## src/design/omf_record_deframer_macros.svh

```systemverilog
// assertion macros used by the deframer module
`ifndef OMF_RECORD_DEFRAMER_MACROS_SVH
`define OMF_RECORD_DEFRAMER_MACROS_SVH

// same-cycle implication, disabled during reset
`define OMFRD_ASSERT_NOW(label, clk, rst, ante, cons, msg) \
   label: assert property (@(posedge clk) disable iff (rst) (ante) |-> (cons)) \
      else $error(msg);

// next-cycle implication, disabled during reset
`define OMFRD_ASSERT_NEXT(label, clk, rst, ante, cons, msg) \
   label: assert property (@(posedge clk) disable iff (rst) (ante) |=> (cons)) \
      else $error(msg);

`endif

```

## src/design/omfrd_pkg.sv

```systemverilog
`timescale 1ns / 1ps
`default_nettype none

package omfrd_pkg;

   // parser phase, one-hot
   typedef enum logic [7:0] {
      PH_TYPE   = 8'b0000_0001,
      PH_LEN_LO = 8'b0000_0010,
      PH_LEN_HI = 8'b0000_0100,
      PH_DATA   = 8'b0000_1000,
      PH_CHECK  = 8'b0001_0000,
      PH_ENDED  = 8'b0010_0000,
      PH_CLOSED = 8'b0100_0000,
      PH_HALTED = 8'b1000_0000
   } phase_type;

   // result kinds
   localparam logic [1:0] KIND_PAYLOAD = 2'd0;
   localparam logic [1:0] KIND_DONE    = 2'd1;
   localparam logic [1:0] KIND_ERROR   = 2'd2;
   localparam logic [1:0] KIND_END     = 2'd3;

   // status codes
   localparam logic [2:0] ST_OK          = 3'd0;
   localparam logic [2:0] ST_ZERO_LEN    = 3'd1;
   localparam logic [2:0] ST_OVERSIZE    = 3'd2;
   localparam logic [2:0] ST_CHECKSUM    = 3'd3;
   localparam logic [2:0] ST_TRUNCATED   = 3'd4;
   localparam logic [2:0] ST_NO_HEADER   = 3'd5;
   localparam logic [2:0] ST_NO_END      = 3'd6;

   // record types of interest
   localparam logic [7:0] TYPE_HEADER = 8'h80;
   localparam logic [7:0] TYPE_END    = 8'h8A;

   // result field widths
   localparam int unsigned OFS_W  = 10;
   localparam int unsigned PLEN_W = 11;

endpackage

`default_nettype wire

```

## src/design/omf_record_deframer.sv

```systemverilog
// a result is registered, valid in the cycle after the byte that causes it is accepted
// throughput: one byte per cycle while req_tready is high, set by the single phase update and 8-bit sum
// a held result is parted from the input by the result register, so input flows
// on while rsp_tready is high or the register is empty
// reset: synchronous, clears phase, counters, sum and result valid
`timescale 1ns / 1ps
`default_nettype none

`include "omf_record_deframer_macros.svh"

module omf_record_deframer
   import omfrd_pkg::*;
#(
   parameter int unsigned MAX_PAYLOAD = 1024
) (
   input  wire logic        clock,
   input  wire logic        reset,
   // input stream
   input  wire logic        req_tvalid,
   output logic             req_tready,
   input  wire logic [7:0]  req_tdata,   // [7:0] data_byte
   input  wire logic [0:0]  req_tuser,   // [0] end_of_input
   // result stream
   output logic             rsp_tvalid,
   input  wire logic        rsp_tready,
   output logic [39:0]      rsp_tdata,   // [7:0] record_type, [15:8] payload_byte,
                                         // [25:16] byte_offset, [36:26] payload_length,
                                         // [39:37] status
   output logic [1:0]       rsp_tuser    // [1:0] kind
);

   localparam int unsigned CNT_W = $clog2(MAX_PAYLOAD + 1);

   // parser state
   phase_type           phase_ff, phase_in;
   logic [7:0]          current_type_ff, current_type_in;
   logic [15:0]         declared_length_ff, declared_length_in;
   logic [CNT_W-1:0]    payload_count_ff, payload_count_in;
   logic [7:0]          running_sum_ff, running_sum_in;
   logic                first_seen_ff, first_seen_in;

   // result register
   logic                rsp_valid_ff, rsp_valid_in;
   logic [1:0]          kind_ff, kind_in;
   logic [7:0]          rtype_ff, rtype_in;
   logic [7:0]          pbyte_ff, pbyte_in;
   logic [OFS_W-1:0]    ofs_ff, ofs_in;
   logic [PLEN_W-1:0]   plen_ff, plen_in;
   logic [2:0]          status_ff, status_in;

   logic                accept;
   logic                emit;
   logic [7:0]          in_byte;
   logic                in_eoi;
   logic [7:0]          sum_add;
   logic [15:0]         len_hi_value;
   logic [15:0]         len_m1_hi;
   logic [15:0]         len_m1;

   assign req_tready = !rsp_valid_ff || rsp_tready;
   assign accept     = req_tvalid && req_tready;
   assign in_byte    = req_tdata;
   assign in_eoi     = req_tuser[0];

   assign sum_add      = running_sum_ff + in_byte;
   assign len_hi_value = {in_byte, declared_length_ff[7:0]};
   assign len_m1_hi    = len_hi_value - 16'd1;
   assign len_m1       = declared_length_ff - 16'd1;

   // phase update and result selection for one accepted item
   always_comb begin
      phase_in           = phase_ff;
      current_type_in    = current_type_ff;
      declared_length_in = declared_length_ff;
      payload_count_in   = payload_count_ff;
      running_sum_in     = running_sum_ff;
      first_seen_in      = first_seen_ff;
      emit               = 1'b0;
      kind_in            = KIND_PAYLOAD;
      pbyte_in           = 8'd0;
      ofs_in             = '0;
      plen_in            = '0;
      status_in          = ST_OK;

      if (accept) begin
         case (phase_ff)
            PH_TYPE, PH_LEN_LO, PH_LEN_HI: begin
               if (in_eoi) begin
                  emit = 1'b1;
                  if (!first_seen_ff) begin
                     kind_in   = KIND_ERROR;
                     status_in = ST_NO_HEADER;
                     phase_in  = PH_HALTED;
                  end else begin
                     kind_in   = KIND_END;
                     status_in = ST_NO_END;
                     phase_in  = PH_CLOSED;
                  end
               end else if (phase_ff == PH_TYPE) begin
                  current_type_in    = in_byte;
                  running_sum_in     = in_byte;
                  declared_length_in = 16'd0;
                  payload_count_in   = '0;
                  phase_in           = PH_LEN_LO;
               end else if (phase_ff == PH_LEN_LO) begin
                  declared_length_in = {8'h00, in_byte};
                  running_sum_in     = sum_add;
                  phase_in           = PH_LEN_HI;
               end else begin
                  declared_length_in = len_hi_value;
                  running_sum_in     = sum_add;
                  if (len_hi_value == 16'd0) begin
                     emit      = 1'b1;
                     kind_in   = KIND_ERROR;
                     status_in = ST_ZERO_LEN;
                     phase_in  = PH_HALTED;
                  end else if ({1'b0, len_m1_hi} > 17'(MAX_PAYLOAD)) begin
                     emit      = 1'b1;
                     kind_in   = KIND_ERROR;
                     status_in = ST_OVERSIZE;
                     phase_in  = PH_HALTED;
                  end else begin
                     phase_in = (len_hi_value == 16'd1) ? PH_CHECK : PH_DATA;
                  end
               end
            end
            PH_DATA: begin
               emit = 1'b1;
               if (in_eoi) begin
                  kind_in   = KIND_ERROR;
                  status_in = ST_TRUNCATED;
                  phase_in  = PH_HALTED;
               end else begin
                  running_sum_in   = sum_add;
                  payload_count_in = payload_count_ff + 1'b1;
                  kind_in          = KIND_PAYLOAD;
                  pbyte_in         = in_byte;
                  ofs_in           = OFS_W'(payload_count_ff);
                  if (16'(payload_count_in) >= len_m1) begin
                     phase_in = PH_CHECK;
                  end
               end
            end
            PH_CHECK: begin
               emit = 1'b1;
               if (in_eoi) begin
                  kind_in   = KIND_ERROR;
                  status_in = ST_TRUNCATED;
                  phase_in  = PH_HALTED;
               end else if (in_byte != 8'd0 && sum_add != 8'd0) begin
                  kind_in   = KIND_ERROR;
                  status_in = ST_CHECKSUM;
                  phase_in  = PH_HALTED;
               end else begin
                  first_seen_in = 1'b1;
                  if (!first_seen_ff && current_type_ff != TYPE_HEADER) begin
                     kind_in   = KIND_ERROR;
                     status_in = ST_NO_HEADER;
                     phase_in  = PH_HALTED;
                  end else begin
                     kind_in  = KIND_DONE;
                     plen_in  = PLEN_W'(len_m1);
                     phase_in = (first_seen_ff && current_type_ff == TYPE_END) ?
                                PH_ENDED : PH_TYPE;
                  end
               end
            end
            PH_ENDED: begin
               // data after the end record is dropped
               if (in_eoi) begin
                  emit      = 1'b1;
                  kind_in   = KIND_END;
                  status_in = ST_OK;
                  phase_in  = PH_CLOSED;
               end
            end
            default: begin
               // closed or halted: items are taken and dropped
            end
         endcase
      end
   end

   assign rtype_in     = current_type_ff;
   assign rsp_valid_in = req_tready ? emit : rsp_valid_ff;

   // control state
   always_ff @(posedge clock) begin
      if (reset) begin
         phase_ff           <= PH_TYPE;
         current_type_ff    <= 8'd0;
         declared_length_ff <= 16'd0;
         payload_count_ff   <= '0;
         running_sum_ff     <= 8'd0;
         first_seen_ff      <= 1'b0;
         rsp_valid_ff       <= 1'b0;
      end else begin
         phase_ff           <= phase_in;
         current_type_ff    <= current_type_in;
         declared_length_ff <= declared_length_in;
         payload_count_ff   <= payload_count_in;
         running_sum_ff     <= running_sum_in;
         first_seen_ff      <= first_seen_in;
         rsp_valid_ff       <= rsp_valid_in;
      end
   end

   // result payload, loaded whenever the register is free
   always_ff @(posedge clock) begin
      if (req_tready) begin
         kind_ff   <= kind_in;
         rtype_ff  <= rtype_in;
         pbyte_ff  <= pbyte_in;
         ofs_ff    <= ofs_in;
         plen_ff   <= plen_in;
         status_ff <= status_in;
      end
   end

   assign rsp_tvalid = rsp_valid_ff;
   assign rsp_tuser  = kind_ff;
   assign rsp_tdata  = {status_ff, plen_ff, ofs_ff, pbyte_ff, rtype_ff};

   // checks
   `OMFRD_ASSERT_NOW(a_phase_onehot, clock, reset, 1'b1, $onehot(phase_ff),
      "phase register lost its one-hot code")
   `OMFRD_ASSERT_NEXT(a_halt_sticky, clock, reset, phase_ff == PH_HALTED,
      phase_ff == PH_HALTED, "left halted state without reset")
   `OMFRD_ASSERT_NEXT(a_no_result_when_halted, clock, reset,
      (phase_ff == PH_HALTED || phase_ff == PH_CLOSED) && !rsp_valid_ff,
      !rsp_valid_ff, "result produced after halt or close")

endmodule

`default_nettype wire
```

## config.mk

```make
export PLATFORM = sky130hd
export DESIGN_NAME = omf_record_deframer
export DESIGN_NICKNAME = d
export VERILOG_FILES = /design/src/design/omfrd_pkg.sv /design/src/design/omf_record_deframer.sv
export VERILOG_INCLUDE_DIRS = /design/src /design/src/design
export SDC_FILE = /design/constraint.sdc
export NUM_CORES = 1
export LEC_CHECK = 0
export ABC_AREA = 1
export BUFFER_PORTS_ARGS = -buffer_cell sky130_fd_sc_hd__clkbuf_2
export CORE_UTILIZATION = 45
export DETAILED_ROUTE_END_ITERATION = 8
export PLACE_DENSITY_LB_ADDON = 0.15
export SLEW_MARGIN = 20
export SYNTH_ARGS = -nofsm -noshare
export SYNTH_HDL_FRONTEND = slang
export SYNTH_SLANG_ARGS = --single-unit
```

## constraint.sdc

```tcl
create_clock -name clock -period 3.43 [get_ports clock]
set_input_delay 1.029 -clock clock [delete_from_list [all_inputs] [get_ports clock]]
set_output_delay 1.029 -clock clock [all_outputs]
set_load 0.1 [all_outputs]
```

# After elaboration in Yosys (flattened, before gate mapping)

Cells that the tools add are included.

Register bits after elaboration: 95
Input bits: 13
Output and inout bits: 44
Logic and storage cells: 119

Reduce and logical (&&, ||, !) cells: 24
$add $sub $neg: 4
Equality and inequality tests: 14
Bitwise logic cells: 5
$lt $le $gt $ge: 2
Multiplexer cells: 56

Operators by type and width:

| kind                                                  | number |
|---|---|
| 2-to-1 mux 8 bit                                      | 15 |
| 2-to-1 mux 11 bit                                     | 3 |
| 2-to-1 mux 16 bit                                     | 2 |
| case mux 8 bit (4 select lines)                       | 1 |
| subtractor 16 x 1 -> 16 bit (second input constant)   | 2 |
| 2-to-1 mux 2 bit                                      | 15 |
| case mux 11 bit (2 select lines)                      | 1 |
| AND reduction 4 bit                                   | 5 |
| equality test 16 x 1 -> 1 bit (second input constant) | 1 |
| greater-or-equal comparator 11 x 16 -> 1 bit          | 1 |
| > comparator 16 x 11 -> 1 bit (second input constant) | 1 |
| logical NOT 16 bit                                    | 1 |
| case mux 8 bit (2 select lines)                       | 1 |
| nonzero test 8 bit                                    | 2 |
| 2-to-1 mux 3 bit                                      | 5 |
| adder 11 x 1 -> 11 bit (second input constant)        | 1 |
| case mux 3 bit (3 select lines)                       | 1 |
| adder 8 bit                                           | 1 |
| equality test 8 x 1 -> 1 bit (second input constant)  | 1 |
| equality test 8 x 2 -> 1 bit (second input constant)  | 1 |
| equality test 8 x 3 -> 1 bit (second input constant)  | 1 |
| equality test 8 x 4 -> 1 bit (second input constant)  | 1 |
| equality test 8 x 5 -> 1 bit (second input constant)  | 1 |
| equality test 8 x 6 -> 1 bit (second input constant)  | 1 |
| other kinds (20)                                      | 40 |

# Longest topological paths before layout

Gate-level depths: netlist of run 1.

Depth after elaboration: 9
Mapped depth: 17
Depth with buffers taken out: 17

# Least setup slack after synthesis of run 1

OpenSTA, ideal clock, no wires.

Path type: register -> register
Start: register rsp_valid_ff (netlist: rsp_tvalid)
End: register ofs_ff[0] (data pin)
Data arrival time: 3.763 ns
Setup slack: -0.598 ns
Library setup time: 0.265 ns
Stages on the path, launching flop included: 7
Path buffers: 1
Clock period less this slack: 4.028 ns
Path through: dfxtp_1 -> nand2_1 -> nand2_1 -> inv_1 -> nand2_1 -> clkbuf_1 -> nor2_1

Longest elaborated chain between the ends: 5

Ends and longest elaborated chain:

| what                         | line                       | source |
|---|---|---|
| start, declared              | omf_record_deframer.sv:43  | `logic rsp_valid_ff, rsp_valid_in;` |
| start signal, assigned       | omf_record_deframer.sv:204 | `rsp_valid_ff <= rsp_valid_in;` |
| logical NOT 1 bit            | omf_record_deframer.sv:60  | `assign req_tready = !rsp_valid_ff \|\| rsp_tready;` |
| logical OR 1 bit             | omf_record_deframer.sv:60  |  |
| net req_tready               | omf_record_deframer.sv:20  | `output logic req_tready,` |
| logical AND 1 bit            | omf_record_deframer.sv:61  | `assign accept = req_tvalid && req_tready;` |
| inverter 1 bit (no line)     | --                         |  |
| OR reduction 3 bit (no line) | --                         |  |
| end signal, assigned         | omf_record_deframer.sv:214 | `ofs_ff <= ofs_in;` |
| end, declared                | omf_record_deframer.sv:47  | `logic [OFS_W-1:0] ofs_ff, ofs_in;` |

The timed path passes the listed nets, and every way through them passes these cells.
A chain may end at the register's enable or synchronous reset.

# Worst setup path in the final report of run 1

Start: register declared_length_ff[0]
End: register phase_ff[7]

RTL lines:

| what                                         | line                       | source |
|---|---|---|
| start, declared                              | omf_record_deframer.sv:37  | `logic [15:0] declared_length_ff, declared_length_in;` |
| start signal, assigned                       | omf_record_deframer.sv:200 | `declared_length_ff <= declared_length_in;` |
| subtractor 16 x 1 -> 16 bit                  | omf_record_deframer.sv:68  | `assign len_m1 = declared_length_ff - 16'd1;` |
| net len_m1[0]                                | omf_record_deframer.sv:58  | `logic [15:0] len_m1;` |
| greater-or-equal comparator 11 x 16 -> 1 bit | omf_record_deframer.sv:139 | `if (16'(payload_count_in) >= len_m1) begin` |
| inequality test 3 bit (no line)              | --                         |  |
| AND reduction 4 bit (no line)                | --                         |  |
| end signal, assigned                         | omf_record_deframer.sv:198 | `phase_ff <= phase_in;` |
| end, declared                                | omf_record_deframer.sv:35  | `phase_type phase_ff, phase_in;` |

The timed path passes the listed nets, and every way through them passes these cells.

==> metrics.csv, run 1 <==
stage,metric,value,unit
status,status,completed,
die,Die Ht,110.7,um
route,routed len/inst,15.30,um
finish,Final Net Count,780,
route,DR DRC count,0,
finish,Antenna diodes,0,
clock_tree,CTS HTree Levels,3,
critical_path,critical path peak fanout,11,
critical_path,critical-path cell list,"inv_1, ha_1, nand2_1, nor2_1, nand2_1, xor2_1, inv_1, ha_1, nand3_1, nor2_1, nand3_1, nand4_1, buf_4, nand2_1, nand2_1, nand2_1, nor2_1",
place,HPWL Detailed,9974,um
route,DRT antenna net count,0,
critical_path,critical path required time,3720,ps
clock_tree,CTS resizes,0,
synth,Avg Inst Size Synth,7.771,um2
place,RD Place Congestion,0.9729,
finish,share of cells above drive strength 1,14.15,%
route,drt pass-1 iters,4,
timing,Tcrit/Tclk final,89.00,%
route,"wirelength, routed",13650,um
timing,Slew @ Worst Pin,729.6,ps
clock_tree,CTS sink count,95,
clock_tree,hold_buf cts,0,
die,I/O pin count,57,
synth,Synth Instances,684,
timing,skew final,4.996,ps
grt,GRT Residual Overflow,0,
synth,Mapped Area,5315,um2
clock_tree,Worst-Skew Late Latency,350,ps
grt,vias in the first global route,4655,
critical_path,critical path class,reg2reg,
clock_tree,Worst-path clk slew,70,ps
finish,fin util,53.14,%
die,initial core utilization,46.35,%
clock_tree,Max Root-Sink Buffers,2,
timing,Rel. slew slack,50.91,%
critical_path,Crit-path slowest cell,nor2_1,
power,PD cells,953.6,nW/um2
grt,gr usage total,23.50,%
clock_tree,CTS Buf Count,9,
flow_run,Max Cap Viol,0,
synth,Post-synth EDFFs,42,
synth,Ys Warns,0,
finish,area grow syn2layout,14.64,%
route,starting DRC count in detailed routing,301,
critical_path,"slowest stage delay, CP",390,ps
critical_path,"delay-heaviest family, CP",simple AND/OR/NAND/NOR gates,
critical_path,FF-to-FF Start,declared_length_ff[0]$_SDFFE_PP0P_,
timing,"Min Clock Period, post-route",3053,ps
worst_hold_path,Hold Path Class,reg2reg,
timing,final hold violations,0,
power,VDD IR max,633.3,uV
die,Die ar.,12250,um2
synth,Post-synth ARST share,0,%
timing,Final setup viols,0,
die,core area,11470,um2
clock_tree,CTS root buf,clkbuf_16,
finish,filler cell count in the final layout,1082,
place,Placed Area,5772,um2
critical_path,"Top cell by count, worst path",nand2_1,
die,Die W,110.7,um
synth,Syn Nets,720,
synth,Yosys top cell by area,edfxtp_1,
critical_path,Worst setup startpoint,declared_length_ff[0]$_SDFFE_PP0P_,
grt,antenna violations before repair,0,
timing,Fin Setup TNS,0,ps
synth,most common cell in the netlist,nand2_1,
synth,Area contributors post-synth,"edfxtp_1 (24%), dfxtp_1 (20%), nand2_1 (10%), nor2_1 (6.9%), inv_1 (5.8%)",
critical_path,worst path bufs/invs,3,
synth,post-synth top area share,23.73,%
grt,first-pass GRT wire length,22950,um
synth,Unique masters post-synth,35,
critical_path,CP Launch Type,flop,
route,via count,4709,
synth,Synth Flop Type,dfxtp_1,
power,P_leak,0.002907,uW
synth,"Seq/Total Area, Yosys",43.69,%
worst_hold_path,hold_sp,phase_ff[6]$_SDFFE_PP0P_,
critical_path,reg-to-reg setup timing slack,380,ps
timing,RSZ-0062 raised after global routing,false,
route,Vias per Instance,5.279,
timing,Fmax,0.3276,GHz
clock_tree,CTS tree,built,
critical_path,CP Data Arrival Time,3340,ps
synth,Post-synth top cells,"nand2_1 (148), nor2_1 (97), inv_1 (82), a21oi_1 (58), dfxtp_1 (53)",
finish,design area,6093,um2
timing,max-slew violation count,0,
critical_path,Crit. End Element,flop,
clock_tree,setup bufs post-CTS,0,
die,Row Count,39,
place,IO Port Bufs,56,
grt,largest net degree at the start of global routing,38,
synth,"FF+latch count, synth",95,
-- logic make-up after synthesis --
group	Yosys count	share of synthesized area, %
buffers and inverters	100	7.651
flip-flops	95	43.69
AO/OA/AOI/OAI	115	13.02
adder cells (fa/ha/maj)	23	5.555
XOR/XNOR	18	2.966
AND/OR/NAND/NOR	333	27.12
-- per-stage QoR --
stage | cells | hold WS, ps | setup WS, ps | power, uW
6_report | 892 | 464.4 | 377.4 | 5811
5_1_grt | 892 | 482.7 | 70.19 | 6166
4_1_cts | 892 | 462.2 | 381.3 | 5825
3_5_place_dp | 876 | 451.8 | 204.6 | 4726
3_3_place_gp | 876 | 439.2 | 273.3 | 4663
2_1_floorplan | 684 | 424.9 | 140.8 | 4209
-- power breakdown --
group	internal [uW]	switching, uW	total (uW)
Combinational	691	2340	3030
Clock	656	436	1090
Sequential	1520	171	1690
Total	2870	2940	5810
-- state kept, by name (all words and copies together), names as in the netlist, 2 cells and up --
register,cells
current_type_ff,8
declared_length_ff,16
ofs_ff,10
payload_count_ff,11
pbyte_ff,8
phase_ff,8
plen_ff,11
rsp_tuser,2
rtype_ff,8
running_sum_ff,8
status_ff,3
-- path summary, 6_finish.rpt --
check	cells past startpoint	to
worst max-delay path	17	phase_ff[7]$_SDFFE_PP0P_
worst min-delay path	2	phase_ff[6]$_SDFFE_PP0P_
worst max register to register	17	phase_ff[7]$_SDFFE_PP0P_
worst min register to register	2	phase_ff[6]$_SDFFE_PP0P_
-- layer usage --
metal | GRT usage, % | routed length (um) | vias to the layer above
met3 | 2.679 | 497 | 18
met4 | 10.58 | 344 | 0
met1 | 31.92 | 6374 | 2189
met2 | 37.72 | 6428 | 107
met5 | 0 | 0 | -
li1 | - | - | 2395
-- final cells by class --
class                   count  area [um2]  area share [%]
flip-flops and latches     95        2322           38.11
repair buffers             66       370.4           6.078
well taps                 143       178.9           2.936
clock buffers              10       239.0           3.922
clock inverters             6       82.58           1.355
inverters                  83       311.5           5.113
multi-input cells         489        2589           42.48
-- worst register-to-register path, cell delays in order, from the launching register on --
cell and delay, ps:
dfxtp_1 370, inv_1 160, ha_1 290, nand2_1 140, nor2_1 390, nand2_1 120
xor2_1 160, inv_1 70, ha_1 290, nand3_1 90, nor2_1 150, nand3_1 100
nand4_1 100, buf_4 190, nand2_1 140, nand2_1 100, nand2_1 50, nor2_1 90
-- layout by cell type, fill, tap and decap left out, types with 2 or more instances in the layout --
cell type and count:
a21oi_1 58, ha_1 22, nand3b_1 2, dfxtp_1 53, nor2_4 4, buf_4 10
edfxtp_1 42, a211oi_1 10, nor3_1 6, xnor2_1 4, o21ai_0 25, nand4_1 14
clkbuf_16 9, a211oi_2 9, inv_1 82, bufinv_16 2, xor2_1 14, clkinv_2 2
nand2_1 147, nor2_1 97, clkbuf_2 55, nand3_1 51, nor4_1 3, a31oi_1 7
nor2_2 5
Note: power is estimated with default switching activity, not from simulation.
==> run 2: changes to the inputs <==
ABC_AREA = 0   (was 1)
GPL_TIMING_DRIVEN = 1   (was unset)
==> run 2 against run 1 <==
Area after synthesis down 3.2%. Worst hold slack lost 8.6 ps. Worst setup slack worse by 260 ps. Cell count is 12% lower. Clock power barely moved. Sequential cell count unchanged. Combinational power fell by 55%. Register-to-register slack got worse by 200 ps. Synthesized cell count down 19%. Fmax is 7.9% lower. Global-route usage is essentially flat. Critical endpoint is now rsp_tuser[0]$_SDFFCE_PN0N_.
==> metrics.csv, run 2 <==
stage,metric,value,unit,change
synth,Yosys top cell by area,edfxtp_1,,unchanged
route,drt pass-1 iters,5,,was 4
clock_tree,Worst-path clk slew,60,ps,was 70 ps
synth,Mapped Area,5142,um2,was 5315 um2
clock_tree,CTS tree,built,,unchanged
clock_tree,Max Root-Sink Buffers,2,,unchanged
critical_path,FF-to-FF Start,declared_length_ff[0]$_SDFFE_PP0P_,,unchanged
critical_path,critical-path cell list,"clkbuf_2, ha_1, nor2b_1, a221o_1, a211o_1, a2111o_1, a211oi_2, buf_4, nor2_1, a311oi_1",,"was inv_1, ha_1, nand2_1, nor2_1, nand2_1, xor2_1, inv_1, ha_1, nand3_1, nor2_1, nand3_1, nand4_1, buf_4, nand2_1, nand2_1, nand2_1, nor2_1"
place,placed cells,766,,was 876
synth,"FF+latch count, synth",95,,unchanged
timing,Tcrit/Tclk final,96.66,%,was 89.00%
timing,worst hold slack,455.8,ps,was 464.4 ps
die,core area,10980,um2,"was 11,470 um2"
grt,largest net degree at the start of global routing,44,,was 38
finish,share of cells above drive strength 1,21.74,%,was 14.15%
synth,Syn Nets,591,,was 720
route,"wirelength, routed",13380,um,"was 13,650 um"
clock_tree,Worst-Skew Late Latency,360,ps,was 350 ps
timing,RSZ-0062 raised after global routing,true,,was false
synth,most common cell in the netlist,nor2_1,,was nand2_1
clock_tree,CTS root buf,clkbuf_16,,unchanged
finish,"most common cell after layout, fill and taps aside",nor2_1,,was nand2_1
route,via count,4494,,"was 4,709"
timing,skew final,8.639,ps,was 4.996 ps
synth,Post-synth EDFFs,42,,unchanged
die,Row Count,38,,was 39
worst_hold_path,Hold Path Class,reg2reg,,unchanged
finish,fin util,56.68,%,was 53.14%
finish,Final Net Count,675,,was 780
critical_path,critical path class,in2reg,,was reg2reg
timing,max-slew violation count,0,,unchanged
synth,Post-synth top cells,"nor2_1 (68), nand2_1 (62), dfxtp_1 (53), edfxtp_1 (42), a21oi_1 (40)",,"was nand2_1 (148), nor2_1 (97), inv_1 (82), a21oi_1 (58), dfxtp_1 (53)"
route,starting DRC count in detailed routing,267,,was 301
route,DR DRC count,0,,unchanged
clock_tree,hold_buf cts,0,,unchanged
die,I/O pin count,57,,unchanged
power,PD cells,609.5,nW/um2,was 953.6 nW/um2
synth,Synth Instances,555,,was 684
clock_tree,CTS Buf Count,9,,unchanged
critical_path,CP endpoint,rsp_tuser[0]$_SDFFCE_PN0N_,,was phase_ff[7]$_SDFFE_PP0P_
timing,Fin Setup TNS,0,ps,unchanged
die,initial core utilization,46.82,%,was 46.35%
finish,"non-filler cells, final",784,,was 892
critical_path,"slowest stage delay, CP",480,ps,was 390 ps
critical_path,reg-to-reg endpoint,phase_ff[0]$_SDFFE_PP1P_,,was phase_ff[7]$_SDFFE_PP0P_
place,RD Place Congestion,0.9104,,was 0.9729
synth,"Seq/Total Area, Yosys",45.16,%,was 43.69%
timing,Final setup viols,0,,unchanged
finish,most frequent cells in the layout,"nor2_1 (68), nand2_1 (62), clkbuf_2 (55)",,"was nand2_1 (147), nor2_1 (97), inv_1 (82)"
power,VDD IR max,400.4,uV,was 633.3 uV
critical_path,Levels on crit path,10,,was 17
route,Vias per Instance,5.732,,was 5.279
critical_path,Worst setup startpoint,req_tdata[4],,was declared_length_ff[0]$_SDFFE_PP0P_
finish,Antenna diodes,0,,unchanged
timing,"Min Clock Period, post-route",3315,ps,was 3053 ps
timing,final hold violations,0,,unchanged
synth,Ys Warns,0,,unchanged
power,P_leak,0.002655,uW,was 0.002907 uW
clock_tree,CTS sink count,95,,unchanged
critical_path,worst path bufs/invs,2,,was 3
status,status,completed,,unchanged
route,routed len/inst,17.06,um,was 15.30 um
place,IO Port Bufs,56,,unchanged
critical_path,worst r2r path cells,13,,was 17
die,Die W,108.9,um,was 110.7 um
timing,Slew @ Worst Pin,913.0,ps,was 729.6 ps
finish,filler cell count in the final layout,978,,"was 1,082"
grt,first-pass GRT wire length,21020,um,"was 22,950 um"
critical_path,Crit-path slowest cell,a2111o_1,,was nor2_1
critical_path,CP Launch Type,primary input,,was flop
clock_tree,CTS HTree Levels,3,,unchanged
synth,Synth Flop Type,dfxtp_1,,unchanged
finish,max reg flops,16,,unchanged
critical_path,reg-to-reg setup timing slack,180,ps,was 380 ps
synth,Area contributors post-synth,"edfxtp_1 (25%), dfxtp_1 (21%), ha_1 (5.4%), nor2_1 (5.0%), nand2_1 (4.5%)",,"was edfxtp_1 (24%), dfxtp_1 (20%), nand2_1 (10%), nor2_1 (6.9%), inv_1 (5.8%)"
grt,antenna violations before repair,0,,unchanged
timing,Fmax,0.3016,GHz,was 0.3276 GHz
die,Die ar.,11860,um2,"was 12,250 um2"
flow_run,Max Cap Viol,0,,unchanged
route,DRT antenna net count,0,,unchanged
finish,area grow syn2layout,21.05,%,was 14.64%
synth,Unique masters post-synth,65,,was 35
grt,vias in the first global route,4221,,"was 4,655"
grt,gr usage total,23.47,%,was 23.50%
critical_path,Crit. End Element,flop,,unchanged
critical_path,critical path peak fanout,4,,was 11
critical_path,critical path required time,3610,ps,was 3720 ps
synth,post-synth top area share,24.53,%,was 23.73%
finish,Largest Register,declared_length_ff,,unchanged
timing,Rel. slew slack,39.13,%,was 50.91%
finish,largest registers,"declared_length_ff (16), payload_count_ff (11), plen_ff (11)",,unchanged
synth,Avg Inst Size Synth,9.266,um2,was 7.771 um2
critical_path,CP Data Arrival Time,3490,ps,was 3340 ps
critical_path,"delay-heaviest family, CP",compound AO/OA/AOI/OAI gates,,was simple AND/OR/NAND/NOR gates
synth,Post-synth ARST share,0,%,unchanged
die,Die Ht,108.9,um,was 110.7 um
grt,GRT Residual Overflow,0,,unchanged
place,HPWL Detailed,9709,um,was 9974 um
## run 2: cell count changes after synthesis, sizes merged, moves of 19 or more
cell	previous run	this run
nor2	106	68
nand3	51	21
a21oi	59	40
nand2	149	62
inv	83	8
and2	0	20
## run 2: logic make-up (layout without fill, tap and decap cells)
logic type | Yosys count | after routing | share of synthesized area (%)
compound gates | 118 | 118 | 15.65
xor+xnor | 22 | 22 | 3.747
fa+ha+maj | 23 | 23 | 5.742
buf+inv | 39 | 128 | 2.993
flops | 95 | 95 | 45.16
mux | 4 | 4 | 0.8029
simple gates | 254 | 254 | 25.91
## run 2: timing repair
item	CTS	global route
endpoints found under the setup margin	0	19
hold endpoints to repair	0	0
setup buffers	0	2
resized for setup	0	7
## run 2: metrics by stage
| step | instance area (um2) | worst slack, ps | power, uW |
|---|---|---|---|
| after floorplan | 5155 | 50.35 | 2385 |
| after global placement | 5859 | -221.7 | 2680 |
| after detailed placement | 5859 | -357.9 | 2706 |
| after CTS | 6175 | 12.67 | 3775 |
| after global routing | 6225 | 9.820 | 3950 |
| final | 6225 | 114.6 | 3794 |
## run 2: worst min-delay path by stage
stage	from	to	slack, ps	cells past startpoint
2_1_floorplan	current_type_ff[6]$_SDFFE_PP0P_	rtype_ff[6]$_DFFE_PN_	420	0
3_3_place_gp	declared_length_ff[13]$_SDFFE_PP0P_	declared_length_ff[13]$_SDFFE_PP0P_	440	2
3_5_place_dp	declared_length_ff[14]$_SDFFE_PP0P_	declared_length_ff[14]$_SDFFE_PP0P_	450	2
4_1_cts	declared_length_ff[14]$_SDFFE_PP0P_	declared_length_ff[14]$_SDFFE_PP0P_	460	2
5_1_grt	declared_length_ff[14]$_SDFFE_PP0P_	declared_length_ff[14]$_SDFFE_PP0P_	470	2
6_report	declared_length_ff[14]$_SDFFE_PP0P_	declared_length_ff[14]$_SDFFE_PP0P_	460	2
## run 2: per-layer routing
metal  up-vias  routed length, um  GRT usage, %
met5         -                  0             0
li1       2208                  -             -
met2       135               6348         37.15
met1      2143               6228         31.93
met3         8                645         4.722
met4         0                152         7.722
## run 2: where the power goes
part           internal, uW  switching (uW)  leakage (uW)
Clock                   655             425      0.000154
Sequential             1300            70.4      0.000936
Combinational           386             961       0.00156
Total                  2340            1460       0.00265
## run 2: worst reg2reg max path, delay by kind of cell (launching register included)
kind	cells	cell delay, ps
buf+inv	2	210
xor+xnor	1	280
fa+ha+maj	2	540
compound gates	3	940
simple gates	5	870
flops	1	310
## run 2: final cells by class
cell class | instances | area [um2] | area share (%)
multi-input cells | 421 | 2714 | 43.60
flip-flops and latches | 95 | 2322 | 37.31
repair buffers | 104 | 668.1 | 10.73
clock buffers | 12 | 246.5 | 3.960
well taps | 140 | 175.2 | 2.814
clock inverters | 4 | 68.82 | 1.106
inverters | 8 | 30.03 | 0.4824
